### src/hw/rtl/mcc_fifo.sv
// ----------------------------------------------------------------------------
// Metric cache queue
// Small register queue; DEPTH must be a power of two.
// ----------------------------------------------------------------------------
module mcc_fifo #(
   parameter int WIDTH = 1,
   parameter int DEPTH = 2
) (
   input  logic             clock,
   input  logic             reset,
   input  logic             push,
   input  logic [WIDTH-1:0] push_word,
   output logic             full,
   input  logic             pop,
   output logic             empty,
   output logic [WIDTH-1:0] pop_word
);

   localparam int AW = (DEPTH > 1) ? $clog2(DEPTH) : 1;

   logic [WIDTH-1:0] slot_ff [DEPTH];
   logic [AW-1:0]    wr_ptr_ff, rd_ptr_ff;
   logic [AW:0]      count_ff, count_in;
   logic             do_push, do_pop;

   // handshake qualification
   assign full     = (count_ff == (AW+1)'(DEPTH));
   assign empty    = (count_ff == '0);
   assign do_push  = push & ~full;
   assign do_pop   = pop & ~empty;
   assign count_in = count_ff + (AW+1)'(do_push) - (AW+1)'(do_pop);
   assign pop_word = slot_ff[rd_ptr_ff];

   // pointers and fill count
   always_ff @(posedge clock) begin
      if (reset) begin
         wr_ptr_ff <= '0;
         rd_ptr_ff <= '0;
         count_ff  <= '0;
      end else begin
         if (do_push) wr_ptr_ff <= wr_ptr_ff + AW'(1);
         if (do_pop)  rd_ptr_ff <= rd_ptr_ff + AW'(1);
         count_ff <= count_in;
      end
   end

   // storage
   always_ff @(posedge clock) begin
      if (do_push) slot_ff[wr_ptr_ff] <= push_word;
   end

endmodule

### config.mk
export PLATFORM = sky130hd
export DESIGN_NAME = mcc_fifo
export DESIGN_NICKNAME = d
export VERILOG_FILES = /design/src/hw/rtl/mcc_fifo.sv
export SDC_FILE = /design/constraint.sdc
export NUM_CORES = 1
export LEC_CHECK = 0
export ABC_CLOCK_PERIOD_IN_PS = 1550
export BUFFER_PORTS_ARGS = -buffer_cell sky130_fd_sc_hd__buf_2
export CORE_AREA = 4 4 41 43
export CTS_CLUSTER_SIZE = 28
export DETAILED_ROUTE_END_ITERATION = 8
export DIE_AREA = 0 0 45 47
export GPL_TIMING_DRIVEN = 0
export PLACE_DENSITY_LB_ADDON = 0.05
export SLEW_MARGIN = 20
export SYNTH_ARGS = -nofsm -noshare
export SYNTH_HDL_FRONTEND = slang
export SYNTH_SLANG_ARGS = --single-unit
### constraint.sdc
create_clock -name clock -period 1.55 [get_ports clock]
set_input_delay 0.31 -clock clock [delete_from_list [all_inputs] [get_ports clock]]
set_output_delay 0.31 -clock clock [all_outputs]
set_load 0.1 [all_outputs]
==> impl_metrics.json <==
{
  "seq_area_um2": 165.2,
  "grt_max_degree": 6,
  "fin_skew_ps": 2.743,
  "setup_viol": 0,
  "yosys_warnings": 0,
  "grt_antenna_before_repair": 0,
  "vias": 242,
  "ys_seq_area_share_pct": 52.46,
  "path_buf_inv": 1,
  "initial_utilization_pct": 23.46,
  "rows": 13,
  "worstSetupEndpointType": "flip-flop",
  "pin_count": 8,
  "cpLargestDelayFamily": "adder cells",
  "rsz0062_at_grt": "yes",
  "cp_slowest_cell": "dfxtp_4",
  "cts_sinks": 7,
  "core-area_um2": 1301,
  "die_w_um": 45,
  "worst_pin_slew_ps": 487.1,
  "hold_depth": 1,
  "min_to": "slot_ff[1]",
  "drtIter0Drc": 0,
  "r2r_cells": 7,
  "drive_gt1_share_pct": 54.55,
  "path_clk_slew_ps": 60,
  "pre_cts_ws_ps": -15.04,
  "reg2reg_from": "count_ff[1]",
  "die_area_um2": 2115,
  "synthToLayoutAreaGrowth_pct": 43.85,
  "worstPathArrival_ps": 1680,
  "min_period_ps": 1507,
  "synth.ff_latch_count": 7,
  "multiInputGateArea_um2": 152.6,
  "syn_inst": 30,
  "hold_viol": 0,
  "tns_ps": 0,
  "maxCapViolCount": 0,
  "slew_headroom_pct": 67.75,
  "hpwl_um": 414.7,
  "status": "finished, final reports clean",
  "cp_max_fo": 5,
  "post_drt_wl_per_cell_um": 9.441,
  "final_antenna_net_count": 0,
  "drc": 0,
  "worst_hold_path_type": "in -> reg",
  "rrSetupSlack_ps": 40,
  "cts_root_buf": "clkbuf_4",
  "grt_overflow": 0,
  "die_height_um": 47,
  "globalplace.congestion": 0.7287,
  "postCtsHoldBufs": 0,
  "worstSetupPathType": "reg -> reg",
  "wirelength_um": 557,
  "cts_max_path_buffers": 2,
  "io_buffers": 7,
  "cp-start-kind": "flip-flop",
  "track_usage_pct": 6.429,
  "fill_cells": 149,
  "grt_pass1_wl_um": 841,
  "worstHoldStart": "push_word",
  "synth_area_um2": 305.3,
  "cts_buffers": 3,
  "dr.pass1.iters": 1,
  "maxSlewViolCount": 0,
  "synth_cell_type_count": 19,
  "clock_latency_ps": 260,
  "crit_required_ps": 1730,
  "h-tree-depth": 1,
  "period_share_pct": 97.21,
  "layout.nets": 52,
  "antenna-diode-count": 0,
  "fin_ws_ps": 43.25,
  "synthesis.nets": 37,
  "synth.avg_cell_area_um2": 10.18,
  "cts_tree": "done",
  "cpPeakStageDelay_ps": 360,
  "timing.rr.end": "count_ff[1]",
  "startpoint": "count_ff[1]",
  "max_freq_ghz": 0.6637,
  "crit_chain": "o21a_1 -> ha_1 -> inv_2 -> ha_4 -> xor2_1 -> and2_1 -> nor3_1",
  "whs_ps": 238.3,
  "vias_per_cell": 4.102,
  "grt_pass1_vias": 225
}
==> synth_stat cells <==
library cell / number / area share, %
a21oi_1: 1 / 1.6
and3_2: 1 / 2.5
and2_1: 1 / 2.1
inv_2: 1 / 1.2
inv_1: 3 / 3.7
xor2_1: 1 / 2.9
mux2_2: 1 / 3.7
nand2_1: 1 / 1.2
nand2b_2: 1 / 2.9
ha_1: 2 / 8.2
dfxtp_1: 5 / 33
nor2_1: 4 / 4.9
nor3_1: 1 / 1.6
o21a_1: 1 / 2.5
o21ai_0: 1 / 1.6
or3_1: 1 / 2.1
xnor2_1: 1 / 2.9
edfxtp_1: 2 / 20
nor2b_1: 1 / 2.1
==> logic make-up after synthesis <==
group / after synthesis / synth area share (%)
simple gates: 11 / 19.26
fa+ha+maj: 2 / 8.195
mux: 1 / 3.688
flops: 7 / 52.46
xor+xnor: 2 / 5.739
buf+inv: 4 / 4.917
compound gates: 3 / 5.735
==> worst max path at each step <==
stage	endpoint	slack (ps)	depth (start not counted)
after floorplan	count_ff[1]	70	8
after global placement	count_ff[1]	5	8
after detailed placement	count_ff[1]	-20	8
after CTS	count_ff[1]	10	7
after global routing	count_ff[1]	-20	7
final	count_ff[1]	40	7
==> layer usage <==
layer / vias to the layer above / wire length [um] / GRT usage, %
met5: - / 0 / 0
met2: 6 / 259 / 9.040
li1: 124 / - / -
met3: 4 / 26 / 2.299
met4: 0 / 27 / 10.53
met1: 108 / 242 / 5.760
==> cells in the final DEF, fill, tap and decap left out <==
cell type,n
nor3_1,1
ha_4,1
nor2b_1,1
xnor2_1,1
inv_2,2
edfxtp_1,2
ha_1,1
o21a_1,1
clkinv_2,1
buf_2,6
nor2_1,3
buf_4,4
mux2_2,1
a21oi_1,1
nand2_2,1
inv_1,2
dfxtp_1,3
and3_2,1
xor2_1,1
nor2_2,1
clkbuf_4,3
dfxtp_4,1
and2_1,1
nand2b_4,1
dfxtp_2,1
or3_1,1
o21ai_0,1
==> final cells by class <==
cell class                      instances  share of cell area, %
Clock inverter                          1                  1.140
Inverter                                4                  3.419
Clock buffer                            3                  5.128
Multi-Input combinational cell         19                  34.76
Timing Repair Buffer                   10                  13.68
Tap cell                               15                  4.274
Sequential cell                         7                  37.61
==> through the flow <==
step                area, um2  util [%]  instances
floorplan               307.8         -         30
global placement        361.6     27.79         52
detailed placement      361.6     27.79         52
CTS                     394.1     30.29         56
global route            439.2     33.75         59
finish                  439.2     33.75         59
==> timing repair <==
item                                    4_1_cts  5_1_grt
gates resized for setup                       3        6
setup buffers                                 0        3
endpoints found under the setup margin        2        1
pin swaps                                     0        5
hold endpoints to repair                      0        0
Power is left out: the tool's default activity adds up to more than one toggle a clock period on the data nets, which glitch-free logic cannot reach.
