**config.mk**
```make
export PLATFORM = sky130hd
export DESIGN_NAME = mcc_front
export DESIGN_NICKNAME = d
export VERILOG_FILES = /design/src/hw/rtl/mcc_pkg.sv /design/src/hw/rtl/mcc_fifo.sv /design/src/hw/rtl/mcc_front.sv
export SDC_FILE = /design/constraint.sdc
export NUM_CORES = 1
export LEC_CHECK = 0
export BUFFER_PORTS_ARGS = -buffer_cell sky130_fd_sc_hd__buf_4
export CAP_MARGIN = 30
export CORE_MARGIN = 4
export CORE_UTILIZATION = 34
export CTS_CLUSTER_SIZE = 30
export DETAILED_ROUTE_END_ITERATION = 7
export GPL_TIMING_DRIVEN = 0
export MAX_ROUTING_LAYER = met4
export SLEW_MARGIN = 40
export SYNTH_ARGS = -nofsm -noshare
export SYNTH_HDL_FRONTEND = slang
export SYNTH_SLANG_ARGS = --single-unit
```
**constraint.sdc**
```tcl
create_clock -name clock -period 16.5 [get_ports clock]
set_input_delay 0.825 -clock clock [delete_from_list [all_inputs] [get_ports clock]]
set_output_delay 0.825 -clock clock [all_outputs]
set_load 0.02 [all_outputs]
```
**src/hw/rtl/mcc_pkg.sv**
```systemverilog
// ----------------------------------------------------------------------------
// Metric cache package
// Shared types and codes of the direct-mapped metric cache.
// ----------------------------------------------------------------------------
package mcc_pkg;

   // default table size and internal queue depths
   localparam int ENTRIES_DEF = 2048;
   localparam int CMDQ_DEPTH  = 2;
   localparam int RSPQ_DEPTH  = 2;

   // request mode codes
   localparam logic [2:0] MODE_LOOKUP_W = 3'd0;
   localparam logic [2:0] MODE_LOOKUP_H = 3'd1;
   localparam logic [2:0] MODE_FILL_W   = 3'd2;
   localparam logic [2:0] MODE_FILL_H   = 3'd3;
   localparam logic [2:0] MODE_INVAL    = 3'd4;
   localparam logic [2:0] MODE_TICK     = 3'd5;

   // decoded operation
   typedef enum logic [2:0] {
      OP_NONE,
      OP_LOOKUP,
      OP_FILL,
      OP_INVAL,
      OP_TICK
   } op_type;

   // request word
   typedef struct packed {
      logic [2:0]  mode;
      logic [31:0] obj_addr;
      logic [31:0] text_addr;
      logic [31:0] text_hash;
      logic [63:0] fill_value;
   } req_type;

   // response word
   typedef struct packed {
      logic        hit;
      logic [63:0] result_value;
   } rsp_type;

   // classified command from front to back
   typedef struct packed {
      op_type      op;
      logic        height;
      logic [31:0] obj;
      logic [31:0] text;
      logic [31:0] hash;
      logic [63:0] value;
   } cmd_type;

   // one row of the tag store
   typedef struct packed {
      logic [31:0] obj;
      logic [31:0] text;
      logic [31:0] hash;
      logic [31:0] frame;
      logic        w_valid;
      logic        h_valid;
   } tag_row_type;

endpackage

```
**src/hw/rtl/mcc_fifo.sv**
```systemverilog
// ----------------------------------------------------------------------------
// Metric cache queue
// Small register queue; DEPTH must be a power of two.
// ----------------------------------------------------------------------------
module mcc_fifo #(
   parameter int WIDTH = 1,
   parameter int DEPTH = 2
) (
   input  logic             clock,
   input  logic             reset,
   input  logic             push,
   input  logic [WIDTH-1:0] push_word,
   output logic             full,
   input  logic             pop,
   output logic             empty,
   output logic [WIDTH-1:0] pop_word
);

   localparam int AW = (DEPTH > 1) ? $clog2(DEPTH) : 1;

   logic [WIDTH-1:0] slot_ff [DEPTH];
   logic [AW-1:0]    wr_ptr_ff, rd_ptr_ff;
   logic [AW:0]      count_ff, count_in;
   logic             do_push, do_pop;

   // handshake qualification
   assign full     = (count_ff == (AW+1)'(DEPTH));
   assign empty    = (count_ff == '0);
   assign do_push  = push & ~full;
   assign do_pop   = pop & ~empty;
   assign count_in = count_ff + (AW+1)'(do_push) - (AW+1)'(do_pop);
   assign pop_word = slot_ff[rd_ptr_ff];

   // pointers and fill count
   always_ff @(posedge clock) begin
      if (reset) begin
         wr_ptr_ff <= '0;
         rd_ptr_ff <= '0;
         count_ff  <= '0;
      end else begin
         if (do_push) wr_ptr_ff <= wr_ptr_ff + AW'(1);
         if (do_pop)  rd_ptr_ff <= rd_ptr_ff + AW'(1);
         count_ff <= count_in;
      end
   end

   // storage
   always_ff @(posedge clock) begin
      if (do_push) slot_ff[wr_ptr_ff] <= push_word;
   end

endmodule

```
**src/hw/rtl/mcc_front.sv**
```systemverilog
// ----------------------------------------------------------------------------
// Metric cache front end
// Accepts request words, decodes the mode, computes the table index and
// queues the command for the back end.
// ----------------------------------------------------------------------------
module mcc_front #(
   parameter int ENTRIES = mcc_pkg::ENTRIES_DEF
) (
   input  logic                       clock,
   input  logic                       reset,
   input  logic                       push,
   output logic                       full,
   input  mcc_pkg::req_type           req_word,
   input  logic                       clear_busy,
   output logic                       cmd_valid,
   input  logic                       cmd_pop,
   output mcc_pkg::cmd_type           cmd_word,
   output logic [$clog2(ENTRIES)-1:0] cmd_idx
);
   import mcc_pkg::*;

   localparam int IDX_W      = $clog2(ENTRIES);
   localparam int HASH_SHIFT = 12;
   localparam int QW         = IDX_W + $bits(cmd_type);

   cmd_type           dec;
   logic [31:0]       folded;
   logic [IDX_W-1:0]  idx;
   logic              q_full, q_empty, q_push;
   logic [QW-1:0]     q_out;

   // mode decode
   always_comb begin
      dec.obj    = req_word.obj_addr;
      dec.text   = req_word.text_addr;
      dec.hash   = req_word.text_hash;
      dec.value  = req_word.fill_value;
      dec.height = (req_word.mode == MODE_LOOKUP_H) || (req_word.mode == MODE_FILL_H);
      case (req_word.mode)
         MODE_LOOKUP_W: dec.op = OP_LOOKUP;
         MODE_LOOKUP_H: dec.op = OP_LOOKUP;
         MODE_FILL_W:   dec.op = OP_FILL;
         MODE_FILL_H:   dec.op = OP_FILL;
         MODE_INVAL:    dec.op = OP_INVAL;
         MODE_TICK:     dec.op = OP_TICK;
         default:       dec.op = OP_NONE;
      endcase
   end

   // index: address folded with its upper bits
   assign folded = req_word.obj_addr ^ (req_word.obj_addr >> HASH_SHIFT);
   assign idx    = folded[IDX_W-1:0];

   // no requests while the tag store is being swept
   assign full   = q_full | clear_busy;
   assign q_push = push & ~full;

   mcc_fifo #(
      .WIDTH (QW),
      .DEPTH (CMDQ_DEPTH)
   ) u_cmdq (
      .clock     (clock),
      .reset     (reset),
      .push      (q_push),
      .push_word ({idx, dec}),
      .full      (q_full),
      .pop       (cmd_pop),
      .empty     (q_empty),
      .pop_word  (q_out)
   );

   assign cmd_valid         = ~q_empty;
   assign {cmd_idx, cmd_word} = q_out;

endmodule

```
==> results of run 1 <==
==> worst paths after layout <==
path | slack, ns | endpoint
worst min register to register | 0.52 | flip-flop
worst max register to register | 13.93 | u_cmdq.slot_ff[0][54]
worst max-delay path | 13.72 | cmd_word[95]
worst min-delay path | 0.47 | u_cmdq.slot_ff[0][85]
==> flip-flops by register name (all words and copies together), names as in the netlist, named ones only <==
| signal | count |
|---|---|
| u_cmdq.count_ff | 2 |
| u_cmdq.rd_ptr_ff | 1 |
| u_cmdq.slot_ff | 350 |
| u_cmdq.wr_ptr_ff | 1 |
==> final cells by class <==
cell class              instances  area, sq um  share of cell area, %
diodes                          1         2.50                 0.0140
plain buffers                  19          194                   1.08
clock buffers                  49         1060                   5.89
clock inverters                21          208                   1.16
inverters                       2         7.51                 0.0419
multi-input cells             214         2260                   12.6
flip-flops and latches        355        10600                   59.2
well taps                     511          639                   3.57
repair buffers                361         2950                   16.5
==> power by group through the flow <==
stage          combinational (mW)  clock, mW  sequential, mW
2_1_floorplan               0.398          0            1.10
3_3_place_gp                0.681          0            1.12
3_5_place_dp                0.706          0            1.09
4_1_cts                     0.709      0.883            1.07
5_1_grt                     0.736      0.923            1.08
6_report                    0.691      0.850            1.07
==> routing by layer <==
metal | share of wire (%) | track usage (%)
met5 | 0 | -
met4 | 2.3 | 4.79
met3 | 9.7 | 5.46
met2 | 49 | 22.6
met1 | 39 | 16.4
==> kinds of logic after synthesis <==
| group | count (synthesis) |
|---|---|
| compound gates | 3 |
| xor+xnor | 13 |
| fa+ha+maj | 2 |
| buf+inv | 21 |
| flops | 355 |
| mux | 176 |
| simple gates | 20 |
==> critical path, delay by kind of cell (launching register included) <==
| kind | cells | cell delay [ns] |
|---|---|---|
| buf+inv | 3 | 0.68 |
| flops | 1 | 0.35 |
| mux | 1 | 0.38 |
==> cells in the final DEF, fill, tap and decap left out <==
cell	instances
a21oi_1	1
and2_1	2
and3_4	1
buf_12	5
buf_16	7
buf_2	2
buf_4	346
buf_6	15
buf_8	5
bufinv_16	4
clkbuf_1	8
clkbuf_16	41
clkinv_1	6
clkinv_2	8
clkinv_4	2
clkinvlp_4	1
dfxtp_1	5
diode_2	1
edfxtp_1	350
ha_1	2
inv_1	2
mux2_2	176
nand2_1	1
nand2b_1	3
nand3_1	1
nor2_1	6
nor2b_1	3
nor2b_4	1
nor3_1	1
o21a_1	1
o21ai_0	1
or2_2	1
xnor2_1	1
xor2_1	12
==> stage by stage <==
step | hold slack [ns] | instance area, sq um | power, mW | setup slack (ns)
6_report | 0.474 | 17900 | 2.61 | 13.72
2_1_floorplan | 0.471 | 13100 | 1.50 | 6.91
3_5_place_dp | 0.504 | 16700 | 1.80 | 13.27
4_1_cts | 0.426 | 17900 | 2.66 | 13.60
3_3_place_gp | 0.497 | 16300 | 1.80 | 1.44
5_1_grt | 0.439 | 17900 | 2.74 | 13.58
==> impl_results.md, run 1 <==
* Status: finished, final reports clean
* Layout cell share with drive strength beyond 1 at 60.2%
* Avg Cell Area, Syn at 22.1 sq um
* Postcts setup bufs at 0
* Max-slew headroom at 65.3%
* Detailed Routing Iterations Pass 1 at 4
* Final-report hold violation count at 0
* Actual slew at the worst max-slew pin at 0.519 ns
* DR iter-0 viols at 265
* Setup TNS at 0 ns
* Vias in the first global route at 7,374
* WL/cell at 19.1 um
* Area grow syn2layout at 37.3%
* Final Cycle Share at 16.9%
* Die W at 204 um
* Most used DFF post-synth: edfxtp_1
* Combinational power share at 26.5%
* Final max-slew violation count at 0
* Vias/cell at 4.44
* # IOs at 345
* Row count at 71
* Minimum clock period at 2.78 ns
* CTS tree: built
* Worst hold path type: in -> reg
* Switch Pwr at 0.709 mW
* R2r worst-path depth at 8
* Port bufs at 344
* Worst-case vdd ir drop at 99.7 uV
* CTS Buf Count at 39
* Max stage delay on crit path at 0.38 ns
* Clock Tree Buf Depth at 3
* Post-DP HPWL at 20.7 mm
* Yosys top cell area share at 80.5%
* Global route overflow at 0
* Global-route wire length before repair at 43.3 mm
* Final core occ at 47.5%
* Post-cts gate resize count at 0
* Int Pwr at 1.90 mW
* Syn Inst Count at 590
* Clk_lat worst skew at 0.53 ns
* Async S/R FF share, synth at 0%
* CP Launch Type: flip-flop
* Seq cells post-synth at 355
* Max Cap Viol at 0
* Cell mode on critical path: buf_4
* Largest net degree at the start of global routing at 37
* Top cells by area, synth: edfxtp_1 81%, mux2_2 15%, buf_6 1.3%
* Synth Net Count at 760
* CP Class: reg -> out
* Post-synth top cells: 350 x edfxtp_1, 176 x mux2_2, 15 x buf_6
* Die height at 204 um
* Xor/xnor share of the synthesized area at 0.872%
* ANT nets after route at 0
* Initial Utilization at 34.6%
* Largest family of logic cells by synthesized area: multiplexers
* Pwr dens at 146 nW/um^2
* Worst hold start: req_word[85]
* Sequential Power Share at 41.0%
* Count of final setup violators at 0
* Post-synthesis mux area share at 15.2%
* Hold path depth at 1
* Post-Synth Simple-Gate Area at 0.805%
* Worst EP arrival at 1.96 ns
* Cell total after placement at 1,462
* Sequential area share after synthesis at 81.3%
* Initial antenna violation count at 1
* Fill cells at 3,279
* Global Route Usage Sum at 14.1%
* Leak Pwr at 6.57 nW
* DIE AREA at 41,600 sq um
* Clock slew at reported path FFs at 0.06 ns
* Root Buffer: clkbuf_16
* Core Region at 37,800 sq um
* Routed wire length at 29.2 mm
* Switching share of power at 27.1%
* Clock Skew at 0.00852 ns
* Synthesized area at 13,100 sq um
* Compound-gate portion of the synthesized area at 0.134%
* Critical Path Fanout Max at 10
* Count leader, synth: edfxtp_1
* Total number of vias at 6,807
* CTS Sinks at 355
* DR DRC count at 0
* Adder-cell share of the synthesized area at 0.192%
* Worst r2r src: u_cmdq.count_ff[0]
* Synthesis warning total at 0
* CP cell instances: buf_4, buf_6, mux2_2, buf_4
* Fmax at 359 MHz
* Distinct cells, synth at 22
* Post-synth EDFFs at 350
* Dominant cell type by area after synthesis: edfxtp_1
* Clock power frac at 32.5%
* Worst path slowest cell: mux2_2
* RePlAce Congestion at 0.722
* Unrepaired setup endpoints after global routing: no
* Worst Path Required at 15.67 ns
* Critical Path Sink Type: output port
* Finished Layout Cells at 1,533
* Hold-fix buffer count after cts at 0
* Final #Nets at 1,162
* H-tree levels at 2
(Power assumes the default switching activity.)
==> run 2, diff against run 1 <==
==> constraint.sdc (replaced) <==
create_clock -name clock -period 2.8 [get_ports clock]
set_input_delay 0.14 -clock clock [delete_from_list [all_inputs] [get_ports clock]]
set_output_delay 0.14 -clock clock [all_outputs]
set_load 0.02 [all_outputs]
==> impl_results.md, run 2 (synthesis results as in run 1) <==
* # IOs at 345
* CTS tree: built
* Final WS setup at 0.415 ns
* Critical Path Fanout Max at 18
* Row count at 71
* Root Buffer: clkbuf_16
* Grt met1 use at 16.2%
* Largest reg by FF count: u_cmdq.slot_ff
* Actual slew at the worst max-slew pin at 0.324 ns
* R2r endpoint: u_cmdq.slot_ff[0][19]
* Initial Utilization at 34.6%
* Crit path depth at 11
* Worst hold path type: in -> reg
* WL/cell at 17.4 um
* Finished Cell Area at 19,600 sq um
* Unrepaired setup endpoints after global routing: no
* Largest net degree at the start of global routing at 38
* Vias in the first global route at 7,972
* Worst r2r src: u_cmdq.count_ff[0]
* Top delay family on crit path: buffers and inverters
* Layout cell share with drive strength beyond 1 at 51.8%
* Buf/Inv on CP at 8
* Leak Pwr at 7.25 nW
* Global Route Usage Sum at 14.2%
* Global-route wire length before repair at 44.5 mm
* Worst-case vdd ir drop at 607 uV
* Met2 Usage GRT at 23.3%
* Post-DP HPWL at 19.9 mm
* Hold path depth at 4
* Global route overflow at 0
* Cell mode on critical path: buf_8
* CP cell instances: dlygate4sd3_1, buf_4, nor2b_1, and2_4, nor2b_4, buf_16, buf_16, buf_8, buf_8, buf_8, buf_8
* Fill cells at 3,037
* Pwr dens at 781 nW/um^2
* CTS Sinks at 355
* Critical Path Sink Type: flip-flop
* Status: finished, final reports clean
* CTS Buf Count at 38
* Reg2reg setup slack at 0.55 ns
* Gr busiest metal: met2
* Count of final setup violators at 0
* Clock Tree Buf Depth at 3
* Area grow syn2layout at 49.8%
* Worst setup endpoint: u_cmdq.slot_ff[0][19]
* H-tree levels at 2
* Routed wire length at 29.6 mm
* Clock slew at reported path FFs at 0.06 ns
* DIE AREA at 41,600 sq um
* Clk_lat worst skew at 0.54 ns
* Register area at 10,600 sq um
* Worst EP arrival at 2.62 ns
* Most frequent cells in the layout: 350 x edfxtp_1, 349 x buf_4, 176 x mux2_2
* Area of the multi-input gates at 2270 sq um
* RePlAce Congestion at 0.698
* Final #Nets at 1,332
* CP startpoint: clear_busy
* Clock Skew at 0.0142 ns
* Initial antenna violation count at 3
* Setup TNS at 0 ns
* Die height at 204 um
* Worst path slowest cell: dlygate4sd3_1
* DR DRC count at 0
* Port bufs at 344
* Dpl cell area at 16,700 sq um
* M3 GR Usage at 5.73%
* Minimum clock period at 2.39 ns
* Hold Worst Slack at 0.0975 ns
* Biggest regs: u_cmdq.slot_ff (350), u_cmdq.count_ff (2)
* Core Region at 37,800 sq um
* Fmax at 419 MHz
* DP Worst Slack at 0.0730 ns
* CP Class: in -> reg
* Detailed Routing Iterations Pass 1 at 4
* ANT nets after route at 0
* Die W at 204 um
* Final max-slew violation count at 0
* Commonest non-fill, non-tap cell in the layout: edfxtp_1
* CP Launch Type: input port
* Vias/cell at 4.38
* Total number of vias at 7,457
* Final Cycle Share at 85.2%
* Final-report hold violation count at 0
* Max stage delay on crit path at 0.54 ns
* Worst Path Required at 3.03 ns
* DR iter-0 viols at 293
* Largest register FFs at 350
* Max Cap Viol at 0
* R2r worst-path depth at 9
* Max-slew headroom at 78.4%
run 2: layer usage:
| metal | vias to the layer above | part of all wire, % |
|---|---|---|
| met1 | 3663 | 39 |
| li1 | 3485 | - |
| met3 | 53 | 8.8 |
| met4 | 0 | 2.6 |
| met2 | 256 | 49 |
| met5 | - | 0 |
run 2: how the worst min path moves through the flow:
stage                        from                endpoint  slack (ns)
finish                       push        u_cmdq.wr_ptr_ff         0.1
global route                 push        u_cmdq.wr_ptr_ff        0.09
CTS                          push        u_cmdq.wr_ptr_ff        0.05
detailed placement   req_word[34]   u_cmdq.slot_ff[0][34]        0.33
global placement    req_word[159]  u_cmdq.slot_ff[1][159]        0.32
floorplan                   reset      u_cmdq.count_ff[0]        0.20
run 2: report_power, final:
group | total [mW] | switching [mW] | internal, mW
clock network | 4.69 | 1.94 | 2.75
logic | 4.28 | 2.17 | 2.11
registers | 6.32 | 0.0789 | 6.24
run 2: layout make-up:
cell class | instances | share of cell area [%]
multi-input cells | 214 | 11.6
plain buffers | 19 | 0.991
repair buffers | 532 | 23.8
diodes | 3 | 0.0384
inverters | 2 | 0.0384
well taps | 511 | 3.27
clock buffers | 49 | 5.40
clock inverters | 19 | 0.601
flip-flops and latches | 355 | 54.2
run 2: through the flow:
| stage | utilization, % | total power [mW] | std cells |
|---|---|---|---|
| after floorplan | - | 8.79 | 590 |
| after global placement | 43.2 | 10.5 | 1445 |
| after detailed placement | 44.2 | 10.6 | 1463 |
| after CTS | 51.7 | 15.5 | 1698 |
| after global routing | 51.8 | 16.0 | 1704 |
| final | 51.8 | 15.3 | 1704 |
run 2: tightest hold or removal path, stage by stage:
cell and delay, ns:
buf_4 0.10, nor2b_1 0.17, nand3_1 0.08, o21ai_0 0.07
run 2: repair_timing:
item                                    CTS  global route
endpoints found under the hold margin   355             0
gates resized for setup                   0             0
hold buffers                            167             0
endpoints found under the setup margin    0            14
buffers inserted                          0             3
